$ cat config.mk
export PLATFORM = sky130hd
export DESIGN_NAME = pid_controller_stable_detect
export DESIGN_NICKNAME = d
export VERILOG_FILES = /design/src/pcsd_pkg.sv /design/src/pcsd_ctrl.sv /design/src/pcsd_dp.sv /design/src/pid_controller_stable_detect.sv
export SDC_FILE = /design/constraint.sdc
export NUM_CORES = 2
export LEC_CHECK = 0
export BUFFER_PORTS_ARGS = -buffer_cell sky130_fd_sc_hd__buf_2
export CORE_MARGIN = 8
export CORE_UTILIZATION = 24
export CTS_CLUSTER_SIZE = 8
export DETAILED_ROUTE_END_ITERATION = 10
export PLACE_DENSITY = 0.43
export SYNTH_ARGS = -nofsm -noshare
export SYNTH_HDL_FRONTEND = slang
export SYNTH_HIERARCHICAL = 1
export SYNTH_SLANG_ARGS = --single-unit
export TNS_END_PERCENT = 50
$ cat constraint.sdc
create_clock -name clk_i -period 14.7 [get_ports clk_i]
set_clock_uncertainty 0.15 [all_clocks]
set_input_delay 1.47 -clock clk_i [delete_from_list [all_inputs] [get_ports clk_i]]
set_output_delay 1.47 -clock clk_i [all_outputs]
set_load 0.1 [all_outputs]
$ cat src/pcsd_pkg.sv
// Shared types, register codes and saturation helpers for the PID controller
// with settle detection. No dependencies; imported by every module of the block.
package pcsd_pkg;

  // Fixed Q16.16 data format
  localparam int DataW = 32;
  localparam int FracW = 16;

  // Configuration register indexes
  localparam logic [2:0] CFG_GAIN_P        = 3'd0;
  localparam logic [2:0] CFG_GAIN_I        = 3'd1;
  localparam logic [2:0] CFG_GAIN_D        = 3'd2;
  localparam logic [2:0] CFG_SAMPLE_RATE   = 3'd3;
  localparam logic [2:0] CFG_SAMPLE_PERIOD = 3'd4;
  localparam logic [2:0] CFG_MS_PER_SAMPLE = 3'd5;
  localparam logic [2:0] CFG_ERROR_BAND    = 3'd6;
  localparam logic [2:0] CFG_SETTLE_TIME   = 3'd7;

  // Register reset values
  localparam logic [19:0] RATE_RST   = 20'd1;
  localparam logic [31:0] PERIOD_RST = 32'h0001_0000;
  localparam logic [31:0] MS_RST     = 32'd65536000;

  // Request opcodes
  localparam logic OPC_UPDATE = 1'b0;
  localparam logic OPC_CLEAR  = 1'b1;

  // Saturation limits
  localparam logic [DataW-1:0] MAX_POS = {1'b0, {(DataW-1){1'b1}}};
  localparam logic [DataW-1:0] MAX_NEG = {1'b1, {(DataW-1){1'b0}}};

  typedef struct packed {
    logic                    opcode;
    logic signed [DataW-1:0] error_sample;
  } pcsd_in_t;

  typedef struct packed {
    logic signed [DataW-1:0] drive;
    logic signed [DataW-1:0] drive_change;
    logic                    stable;
  } pcsd_out_t;

  // Product selected for the shared multiplier
  typedef enum logic [2:0] {
    MOP_INT,  // (prev + err) * period, integral step
    MOP_DER,  // (err - prev) * rate
    MOP_P,    // gain_p * err
    MOP_IT,   // gain_i * integral
    MOP_DT,   // gain_d * derivative
    MOP_CLR   // integral * gain_i, removed from previous output
  } mul_op_e;

  // Controller to datapath commands
  typedef struct packed {
    logic    load_in;
    logic    issue;
    mul_op_e op;
    logic    fin;
    logic    load_out;
  } pcsd_cmd_t;

  // Saturate a 33-bit signed value to 32 bits
  function automatic logic signed [DataW-1:0] sat33(input logic signed [DataW:0] x);
    logic signed [DataW-1:0] r;
    if (x[DataW] != x[DataW-1]) begin
      r = x[DataW] ? MAX_NEG : MAX_POS;
    end else begin
      r = x[DataW-1:0];
    end
    return r;
  endfunction

  // Saturate a 34-bit signed value to 32 bits
  function automatic logic signed [DataW-1:0] sat34(input logic signed [DataW+1:0] x);
    logic signed [DataW-1:0] r;
    if ((x[DataW+1] != x[DataW]) || (x[DataW] != x[DataW-1])) begin
      r = x[DataW+1] ? MAX_NEG : MAX_POS;
    end else begin
      r = x[DataW-1:0];
    end
    return r;
  endfunction

endpackage

$ cat src/pcsd_ctrl.sv
// Sequencing state machine for the PID controller: steps the shared
// multiplier through the products of one request. Uses pcsd_pkg.
module pcsd_ctrl import pcsd_pkg::*; (
  input  logic      clk_i,
  input  logic      rst_ni,
  input  logic      in_valid_i,
  input  logic      in_opcode_i,
  output logic      in_stall_o,
  output logic      out_valid_o,
  input  logic      out_stall_i,
  output pcsd_cmd_t cmd_o
);

  localparam logic [3:0] S_IDLE  = 4'd0;
  localparam logic [3:0] S_INT   = 4'd1;
  localparam logic [3:0] S_DER   = 4'd2;
  localparam logic [3:0] S_P     = 4'd3;
  localparam logic [3:0] S_IT    = 4'd4;
  localparam logic [3:0] S_DT    = 4'd5;
  localparam logic [3:0] S_POST  = 4'd6;
  localparam logic [3:0] S_FIN   = 4'd7;
  localparam logic [3:0] S_CLR   = 4'd8;
  localparam logic [3:0] S_CPOST = 4'd9;
  localparam logic [3:0] S_DONE  = 4'd10;

  logic [3:0] state_q, state_d;
  logic       out_valid_q, out_valid_d;

  assign in_stall_o  = (state_q != S_IDLE);
  assign out_valid_o = out_valid_q;

  // Next state and commands
  always_comb begin
    state_d = state_q;
    cmd_o   = '{load_in: 1'b0, issue: 1'b0, op: MOP_INT, fin: 1'b0, load_out: 1'b0};
    unique case (state_q)
      S_IDLE: begin
        if (in_valid_i) begin
          cmd_o.load_in = 1'b1;
          state_d = (in_opcode_i == OPC_CLEAR) ? S_CLR : S_INT;
        end
      end
      S_INT: begin
        cmd_o.issue = 1'b1;
        cmd_o.op    = MOP_INT;
        state_d     = S_DER;
      end
      S_DER: begin
        cmd_o.issue = 1'b1;
        cmd_o.op    = MOP_DER;
        state_d     = S_P;
      end
      S_P: begin
        cmd_o.issue = 1'b1;
        cmd_o.op    = MOP_P;
        state_d     = S_IT;
      end
      S_IT: begin
        cmd_o.issue = 1'b1;
        cmd_o.op    = MOP_IT;
        state_d     = S_DT;
      end
      S_DT: begin
        cmd_o.issue = 1'b1;
        cmd_o.op    = MOP_DT;
        state_d     = S_POST;
      end
      S_POST: begin
        state_d = S_FIN;
      end
      S_FIN: begin
        cmd_o.fin = 1'b1;
        state_d   = S_DONE;
      end
      S_CLR: begin
        cmd_o.issue = 1'b1;
        cmd_o.op    = MOP_CLR;
        state_d     = S_CPOST;
      end
      S_CPOST: begin
        state_d = S_DONE;
      end
      S_DONE: begin
        // wait for the output register to free up
        if (!out_valid_q || !out_stall_i) begin
          cmd_o.load_out = 1'b1;
          state_d        = S_IDLE;
        end
      end
      default: begin
        state_d = S_IDLE;
      end
    endcase
  end

  // Output valid
  always_comb begin
    out_valid_d = out_valid_q;
    if (cmd_o.load_out) begin
      out_valid_d = 1'b1;
    end else if (out_valid_q && !out_stall_i) begin
      out_valid_d = 1'b0;
    end
  end

  always_ff @(posedge clk_i or negedge rst_ni) begin
    if (!rst_ni) begin
      state_q     <= S_IDLE;
      out_valid_q <= 1'b0;
    end else begin
      state_q     <= state_d;
      out_valid_q <= out_valid_d;
    end
  end

endmodule

$ cat src/pcsd_dp.sv
// Datapath of the PID controller: configuration registers, loop state, one
// shared 33x33 magnitude multiplier with round/saturate stage. Uses pcsd_pkg.
module pcsd_dp import pcsd_pkg::*; (
  input  logic        clk_i,
  input  logic        rst_ni,
  input  logic        cfg_we_i,
  input  logic [2:0]  cfg_idx_i,
  input  logic [31:0] cfg_data_i,
  input  pcsd_in_t    in_req_i,
  input  pcsd_cmd_t   cmd_i,
  output pcsd_out_t   out_req_o
);

  // Configuration
  logic signed [DataW-1:0] gain_p_q, gain_i_q, gain_d_q;
  logic [19:0]             rate_q;
  logic [31:0]             period_q, ms_q, settle_q;
  logic [DataW-2:0]        band_q;

  // Loop state
  logic signed [DataW-1:0] integ_q, integ_d;
  logic signed [DataW-1:0] prev_err_q, prev_err_d;
  logic signed [DataW-1:0] cur_q, cur_d;
  logic signed [DataW-1:0] prev_out_q, prev_out_d;
  logic [31:0]             timer_q, timer_d;
  logic                    flag_q, flag_d;

  // Working registers
  logic signed [DataW-1:0] err_q;
  logic signed [DataW-1:0] deriv_q, deriv_d;
  logic signed [DataW-1:0] pt_q, pt_d, it_q, it_d, dt_q, dt_d;
  logic [2*DataW+1:0]      prod_q;
  logic                    neg_q;
  mul_op_e                 pop_q;
  logic                    pvalid_q;
  pcsd_out_t               out_q;

  logic signed [DataW:0]   opa, opb;
  logic [DataW:0]          mag_a, mag_b;
  logic [2*DataW+2:0]      rnd, shifted;
  logic [DataW-1:0]        lim, mag_r;
  logic signed [DataW-1:0] res;
  logic [DataW-1:0]        emag;
  logic [32:0]             tsum;
  logic [31:0]             tnew;

  // Operand select for the shared multiplier
  always_comb begin
    opa = '0;
    opb = '0;
    case (cmd_i.op)
      MOP_INT: begin
        opa = {prev_err_q[DataW-1], prev_err_q} + {err_q[DataW-1], err_q};
        opb = {1'b0, period_q};
      end
      MOP_DER: begin
        opa = {err_q[DataW-1], err_q} - {prev_err_q[DataW-1], prev_err_q};
        opb = {13'd0, rate_q};
      end
      MOP_P: begin
        opa = {gain_p_q[DataW-1], gain_p_q};
        opb = {err_q[DataW-1], err_q};
      end
      MOP_IT: begin
        opa = {gain_i_q[DataW-1], gain_i_q};
        opb = {integ_q[DataW-1], integ_q};
      end
      MOP_DT: begin
        opa = {gain_d_q[DataW-1], gain_d_q};
        opb = {deriv_q[DataW-1], deriv_q};
      end
      MOP_CLR: begin
        opa = {integ_q[DataW-1], integ_q};
        opb = {gain_i_q[DataW-1], gain_i_q};
      end
      default: begin
        opa = '0;
        opb = '0;
      end
    endcase
  end

  // Sign-magnitude operands; the most negative 33-bit value maps to 2^32
  assign mag_a = opa[DataW] ? (~opa + 1'b1) : opa;
  assign mag_b = opb[DataW] ? (~opb + 1'b1) : opb;

  // Round half away from zero, shift (not MOP_DER), saturate prod_q
  always_comb begin
    rnd     = {1'b0, prod_q};
    shifted = rnd;
    case (pop_q)
      MOP_INT: begin
        rnd     = {1'b0, prod_q} + (67'd1 << FracW);
        shifted = rnd >> (FracW + 1);
      end
      MOP_DER: begin
        rnd     = {1'b0, prod_q};
        shifted = rnd;
      end
      default: begin
        rnd     = {1'b0, prod_q} + (67'd1 << (FracW - 1));
        shifted = rnd >> FracW;
      end
    endcase
    lim   = neg_q ? MAX_NEG : MAX_POS;
    mag_r = ((|shifted[2*DataW+2:DataW]) || (shifted[DataW-1:0] > lim))
            ? lim : shifted[DataW-1:0];
    res   = neg_q ? (~mag_r + 1'b1) : mag_r;
  end

  // Settle timer for the current sample
  assign emag = err_q[DataW-1] ? (~err_q + 1'b1) : err_q;
  assign tsum = {1'b0, timer_q} + {1'b0, ms_q};
  always_comb begin
    if (emag < {1'b0, band_q}) begin
      tnew = tsum[32] ? '1 : tsum[31:0];
    end else begin
      tnew = '0;
    end
  end

  // State updates from the post stage and the final step
  always_comb begin
    integ_d    = integ_q;
    prev_err_d = prev_err_q;
    cur_d      = cur_q;
    prev_out_d = prev_out_q;
    timer_d    = timer_q;
    flag_d     = flag_q;
    deriv_d    = deriv_q;
    pt_d       = pt_q;
    it_d       = it_q;
    dt_d       = dt_q;
    if (pvalid_q) begin
      case (pop_q)
        MOP_INT: integ_d = sat33({integ_q[DataW-1], integ_q} + {res[DataW-1], res});
        MOP_DER: deriv_d = res;
        MOP_P:   pt_d    = res;
        MOP_IT:  it_d    = res;
        MOP_DT:  dt_d    = res;
        MOP_CLR: begin
          prev_out_d = sat33({prev_out_q[DataW-1], prev_out_q} - {res[DataW-1], res});
          integ_d    = '0;
        end
        default: begin
          integ_d = integ_q;
        end
      endcase
    end
    if (cmd_i.fin) begin
      cur_d      = sat34({{2{pt_q[DataW-1]}}, pt_q} + {{2{it_q[DataW-1]}}, it_q}
                         + {{2{dt_q[DataW-1]}}, dt_q});
      prev_out_d = cur_q;
      prev_err_d = err_q;
      timer_d    = tnew;
      flag_d     = (settle_q != '0) && (settle_q <= tnew);
    end
  end

  // Configuration and loop state
  always_ff @(posedge clk_i or negedge rst_ni) begin
    if (!rst_ni) begin
      gain_p_q   <= '0;
      gain_i_q   <= '0;
      gain_d_q   <= '0;
      rate_q     <= RATE_RST;
      period_q   <= PERIOD_RST;
      ms_q       <= MS_RST;
      band_q     <= '0;
      settle_q   <= '0;
      integ_q    <= '0;
      prev_err_q <= '0;
      cur_q      <= '0;
      prev_out_q <= '0;
      timer_q    <= '0;
      flag_q     <= 1'b0;
      pvalid_q   <= 1'b0;
    end else begin
      if (cfg_we_i) begin
        unique case (cfg_idx_i)
          CFG_GAIN_P:        gain_p_q <= cfg_data_i;
          CFG_GAIN_I:        gain_i_q <= cfg_data_i;
          CFG_GAIN_D:        gain_d_q <= cfg_data_i;
          CFG_SAMPLE_RATE:   rate_q   <= cfg_data_i[19:0];
          CFG_SAMPLE_PERIOD: period_q <= cfg_data_i;
          CFG_MS_PER_SAMPLE: ms_q     <= cfg_data_i;
          CFG_ERROR_BAND:    band_q   <= cfg_data_i[DataW-2:0];
          CFG_SETTLE_TIME:   settle_q <= cfg_data_i;
          default:           settle_q <= settle_q;
        endcase
      end
      integ_q    <= integ_d;
      prev_err_q <= prev_err_d;
      cur_q      <= cur_d;
      prev_out_q <= prev_out_d;
      timer_q    <= timer_d;
      flag_q     <= flag_d;
      pvalid_q   <= cmd_i.issue;
    end
  end

  // Payload registers: sample, multiplier stage, terms, result
  always_ff @(posedge clk_i) begin
    if (cmd_i.load_in) begin
      err_q <= in_req_i.error_sample;
    end
    if (cmd_i.issue) begin
      prod_q <= mag_a * mag_b;
      neg_q  <= opa[DataW] ^ opb[DataW];
      pop_q  <= cmd_i.op;
    end
    deriv_q <= deriv_d;
    pt_q    <= pt_d;
    it_q    <= it_d;
    dt_q    <= dt_d;
    if (cmd_i.load_out) begin
      out_q.drive        <= flag_q ? '0 : cur_q;
      out_q.drive_change <= sat33({cur_q[DataW-1], cur_q} - {prev_out_q[DataW-1], prev_out_q});
      out_q.stable       <= flag_q;
    end
  end

  assign out_req_o = out_q;

endmodule

$ cat src/pid_controller_stable_detect.sv
// Update request: the single shared 33x33 multiplier issues five products,
// one product per cycle (integral, derivative, P, I and D terms), followed by
// a round/saturate stage and the sum; then the result is registered and the
// next request is taken. Clear request: one product and the round/saturate stage.
// A waiting result does not block accept; the next result waits for it.
// rst_ni (async, active low) clears loop state and loads register defaults.
module pid_controller_stable_detect import pcsd_pkg::*; (
  input  logic        clk_i,
  input  logic        rst_ni,
  input  logic        cfg_we_i,
  input  logic [2:0]  cfg_idx_i,
  input  logic [31:0] cfg_data_i,
  input  logic        in_valid_i,
  output logic        in_stall_o,
  input  pcsd_in_t    in_req_i,
  output logic        out_valid_o,
  input  logic        out_stall_i,
  output pcsd_out_t   out_req_o
);

  pcsd_cmd_t cmd;

  // Sequencer
  pcsd_ctrl u_ctrl (
    .clk_i       (clk_i),
    .rst_ni      (rst_ni),
    .in_valid_i  (in_valid_i),
    .in_opcode_i (in_req_i.opcode),
    .in_stall_o  (in_stall_o),
    .out_valid_o (out_valid_o),
    .out_stall_i (out_stall_i),
    .cmd_o       (cmd)
  );

  // Arithmetic and state
  pcsd_dp u_dp (
    .clk_i      (clk_i),
    .rst_ni     (rst_ni),
    .cfg_we_i   (cfg_we_i),
    .cfg_idx_i  (cfg_idx_i),
    .cfg_data_i (cfg_data_i),
    .in_req_i   (in_req_i),
    .cmd_i      (cmd),
    .out_req_o  (out_req_o)
  );

endmodule

After elaboration in Yosys (flattened, before gate mapping)
Cells that the tools add are included.

Add/subtract/negate cells: 14. $mul: 1. Magnitude comparators: 3. Equal/unequal tests: 34. Multiplexer cells: 35. Bitwise logic cells: 5. Reductions and logical operators: 34.

Operators with widths (count): two-way mux 32 bit (17); case mux 33 bit (6 select lines) (2); adder 32 x 32 -> 33 bit (4); case mux 66 bit (2 select lines) (1); subtractor 32 x 32 -> 33 bit (3); adder 66 x 16 -> 67 bit (second input constant) (1); adder 66 x 17 -> 67 bit (second input constant) (1); adder 33 x 1 -> 33 bit (second input constant) (2); multiplier 33 x 33 -> 66 bit (1); two-way mux 33 bit (2); NOT 33 bit (2); adder 32 x 1 -> 32 bit (second input constant) (2); NOT 32 bit (2); case mux 32 bit (2 select lines) (1); case mux 4 bit (10 select lines) (1); OR reduction 35 bit (1); adder 34 bit (1); > comparator 32 bit (1); <= comparator 32 bit (1); less-than comparator 32 x 31 -> 1 bit (1); nonzero test 32 bit (1); AND reduction 2 bit (15); == test 3 bit (second input constant) (8); case mux 4 bit (6 select lines) (1); 20 further kinds (54).

Bits in registers: 705. Bits of input ports: 73. Output and inout bits: 67. Logic and storage cells: 154.

Logic depth before layout (Yosys ltp)
Depth in word-level cells: 14. Depth in mapped cells: 55. Depth with buffers taken out: 48.

By module
Netlist, hierarchy kept.

Modules (own cells, without submodules): pcsd_dp (times used 1, cells each 8623, area an instance 81685.8 µm², seq. area each 19003.2 µm²); pcsd_ctrl (times used 1, cells each 46, area an instance 380.4 µm², seq. area each 125.1 µm²).

Worst setup path after synthesis
No wires, ideal clock.

Kind: register to register. Start point: register u_ctrl.state_q[3]. End point: register u_dp.prod_q[64], data pin. Setup time: 0.272 ns. Arrival: 12.759 ns. Setup slack: 1.519 ns. Stages on the path, launching flop included: 49. Buffers on the path: 7. Clock period less this slack: 13.181 ns. Cells stage by stage: dfrtp_1 -> buf_2 -> o21ai_0 -> o21ai_0 -> nor2_1 -> buf_2 -> buf_2 -> nor3b_1 -> clkbuf_1 -> buf_1 -> mux2i_1 -> fa_1 -> a211oi_1 -> o21a_1 -> o31a_1 -> o211ai_1 -> a31oi_2 -> nor4b_2 -> [13 not listed] -> fa_1 -> fa_1 -> fa_1 -> inv_1 -> fa_1 -> inv_1 -> ha_1 -> a21o_1 -> a21o_1 -> a21oi_1 -> o21ai_0 -> o221ai_1 -> a31oi_1 -> a221oi_1 -> nor4_1 -> o41ai_1 -> mux2i_1 -> o2111ai_1.

RTL lines: from (decl) (RTL line pcsd_ctrl.sv:26) `logic [3:0] state_q, state_d;`; from (signal assigned) (RTL line pcsd_ctrl.sv:111) `state_q <= state_d;`; to (signal assigned) (RTL line pcsd_dp.sv:208) `prod_q <= mag_a * mag_b;`; to (decl) (RTL line pcsd_dp.sv:32) `logic [2*DataW+1:0] prod_q;`.

==> results.cfg <==
[outcome]
status = finished, final reports clean

[min_path]
min_from = u_dp/timer_q[27]$_DFFE_PN0P_
min_path_cells = 2
hold_class = flop to flop
hold_path_end = u_dp/timer_q[27]$_DFFE_PN0P_

[synth]
ys.warnings.count = 6
synth_edf_count = 295
yosys_most_used_dff = dfrtp_1
synth-seq-area-share_pct = 23.3
syn-instance-count = 8669
synthArstFlopShare_pct = 58.2
synthesis.area_um2 = 82100
synth-seq-cells = 705
avgSynthCellArea_um2 = 9.47
ys_types = 102

[worst_setup_path]
slowest_stage = xor2_1
cp-start-kind = flop
cp.required_ns = 14.96
cpMostUsedCell = fa_1
crit_type = flop to flop
r2r-start = u_ctrl/state_q[2]$_DFFE_PN0P_
rr_endpoint = u_dp/prod_q[64]$_DFFE_PP_
crit_arrival_ns = 14.26
rr_worst_depth = 45
worstPathMaxFanout = 28
cpPeakStageDelay_ns = 0.79
reg2reg_slack_ns = 0.70
endpoint_kind = flop

[timing]
max_freq_ghz = 0.0714
period_needed_ns = 14.00
fin_tns_setup_ns = 0
post-route-period-util_pct = 95.2
slew_headroom_pct = 14.2
grt_setup_unrepaired = no
slew_viol_final = 0
fin_hold_ws_ns = 0.345
setup_viol = 0
hold_viol = 0
setup_slack_ns = 0.704
worst_slew_pin_slew_ns = 1.29

[place]
port_buffers = 139
pre_cts_ws_ns = 0.0297
dp_hpwl_um = 245000
gp_congestion = 0.884

[cells_and_area]
areaGrowthSynthToFinish_pct = 13.3
largest_reg_flops = 66
largest_register = u_dp/prod_q
nets = 10400
drive_gt1_share_pct = 11.7

[global_route]
grt_pass1_wl_um = 463000
grt_max_degree = 98
grt_overflow = 0
antenna_found_initial = 18
grt_pass1_vias = 69100
grtUsageTotal_pct = 16.9

[floorplanning]
die_w_um = 601
dieArea_um2 = 361000
initial_core_util_pct = 24.1
core_area_um2 = 340000
die_h_um = 601
num_rows = 214
top_level_ports = 140

[drt]
first_pass_iters = 6
drtAntennaViolNets = 0
viasPerCell = 4.88
finalWirelength_um = 310000
drt_iter0_markers = 5011
wl_per_cell_um = 23.2
vias = 65400
drc = 0

[clock_network]
tritoncts = yes
insertion_delay_ns = 0.76
path_clk_slew_ns = 0.06
clockRootBuffer = clkbuf_16
clk_path_buf_depth = 3
cts_num_sinks = 705
cts-buffers-inserted = 101
cts_max_level = 3
hold_buffers = 0

[run]
cap_viol_max_count = 0
-- metrics by stage --
stage,cells,util (%),area (um^2)
detailed placement,13200,26.3,89600
CTS,13400,27.3,92700
finish,13400,27.3,93000
global placement,13200,26.3,89600
floorplan,8700,-,82200
global route,13400,27.3,93000
-- timing repair --
| action | in CTS | in global routing |
|---|---|---|
| endpoints found under the setup margin | 1 | 17 |
| pin swaps | 0 | 3 |
| gates resized for setup | 2 | 25 |
| endpoints found under the hold margin | 0 | 0 |
| setup buffers | 0 | 7 |
| gates cloned | 0 | 0 |
-- layer usage --
metal | part of all wire (%) | global-route usage (%) | up-vias
met5 | 0.062 | 0.313 | -
met4 | 3.5 | 5.13 | 6
met3 | 5.8 | 2.65 | 411
met2 | 46 | 27.9 | 2024
met1 | 44 | 22.6 | 33700
li1 | - | - | 29300
-- area by class of cell --
cell class	count	area (um^2)
inverters	1175	4410
fillers	36200	247000
clock inverters	11	248
well taps	4536	5680
diodes	5	12.5
clock buffers	167	2830
repair buffers	411	2790
multi-input cells	6393	57900
flip-flops and latches	705	19100
-- cells in the mapped netlist (41+ instances only) --
cell	instances	share of area (%)
a211oi_1	41	0.38
a21o_1	198	1.8
a21oi_1	356	2.2
a221o_1	51	0.62
a221oi_1	47	0.50
a31oi_1	48	0.37
and3_1	54	0.41
buf_2	60	0.37
clkbuf_1	337	1.5
dfrtp_1	402	12
edfxtp_1	295	11
fa_1	996	24
ha_1	558	8.5
inv_1	1175	5.4
mux2_2	292	4.0
mux2i_1	74	0.90
nand2_1	697	3.2
nand2b_1	117	0.89
nand3_1	115	0.70
nand4_1	92	0.70
nor2_1	913	4.2
nor2b_1	75	0.57
nor3_1	135	0.82
nor4_1	62	0.47
o21a_1	78	0.71
o21ai_0	284	1.7
xnor2_1	270	2.9
xor2_1	155	1.7
-- cell families after synthesis --
logic type | synth area share, %
AND/OR/NAND/NOR | 13.8
other | 0.00915
adder cells (fa/ha/maj) | 33.2
XOR/XNOR | 4.56
AO/OA/AOI/OAI | 12.5
buffers and inverters | 7.47
multiplexers | 5.13
flip-flops | 23.3
-- worst max-delay path, delay by kind of cell (launching register included) --
family,cells,cell delay (ns)
simple gates,8,2.18
buf+inv,9,1.20
compound gates,15,3.71
mux,1,0.17
flops,1,0.54
xor+xnor,2,0.94
fa+ha+maj,10,4.78
-- cells in the final DEF (no fill, tap or decap), drive strengths merged, types with 115 or more instances in the layout --
master     n
nand2b   117
xnor2    271
o21ai    296
buf      411
edfxtp   295
inv     1176
xor2     155
ha       558
a21o     198
mux2     292
dfrtp    402
nor3     137
clkbuf   167
nand3    115
nand2    697
nor2     914
fa       996
a21oi    356
-- worst max path at each step --
stage	startpoint	endpoint	slack, ns	cells past startpoint
after CTS	u_ctrl/state_q[3]$_DFFE_PN0P_	u_dp/prod_q[64]$_DFFE_PP_	0.06	45
after floorplan	u_ctrl/state_q[3]$_DFFE_PN0P_	u_dp/prod_q[64]$_DFFE_PP_	1.52	48
after detailed placement	u_ctrl/state_q[3]$_DFFE_PN0P_	u_dp/prod_q[64]$_DFFE_PP_	0.03	46
after global placement	u_ctrl/state_q[3]$_DFFE_PN0P_	u_dp/prod_q[64]$_DFFE_PP_	0.09	46
after global routing	u_ctrl/state_q[2]$_DFFE_PN0P_	u_dp/prod_q[64]$_DFFE_PP_	0.02	46
final	u_ctrl/state_q[2]$_DFFE_PN0P_	u_dp/prod_q[64]$_DFFE_PP_	0.70	45
Power is not shown: default switching activity piles up to over one toggle a cycle in this logic, so the estimate is an artifact.
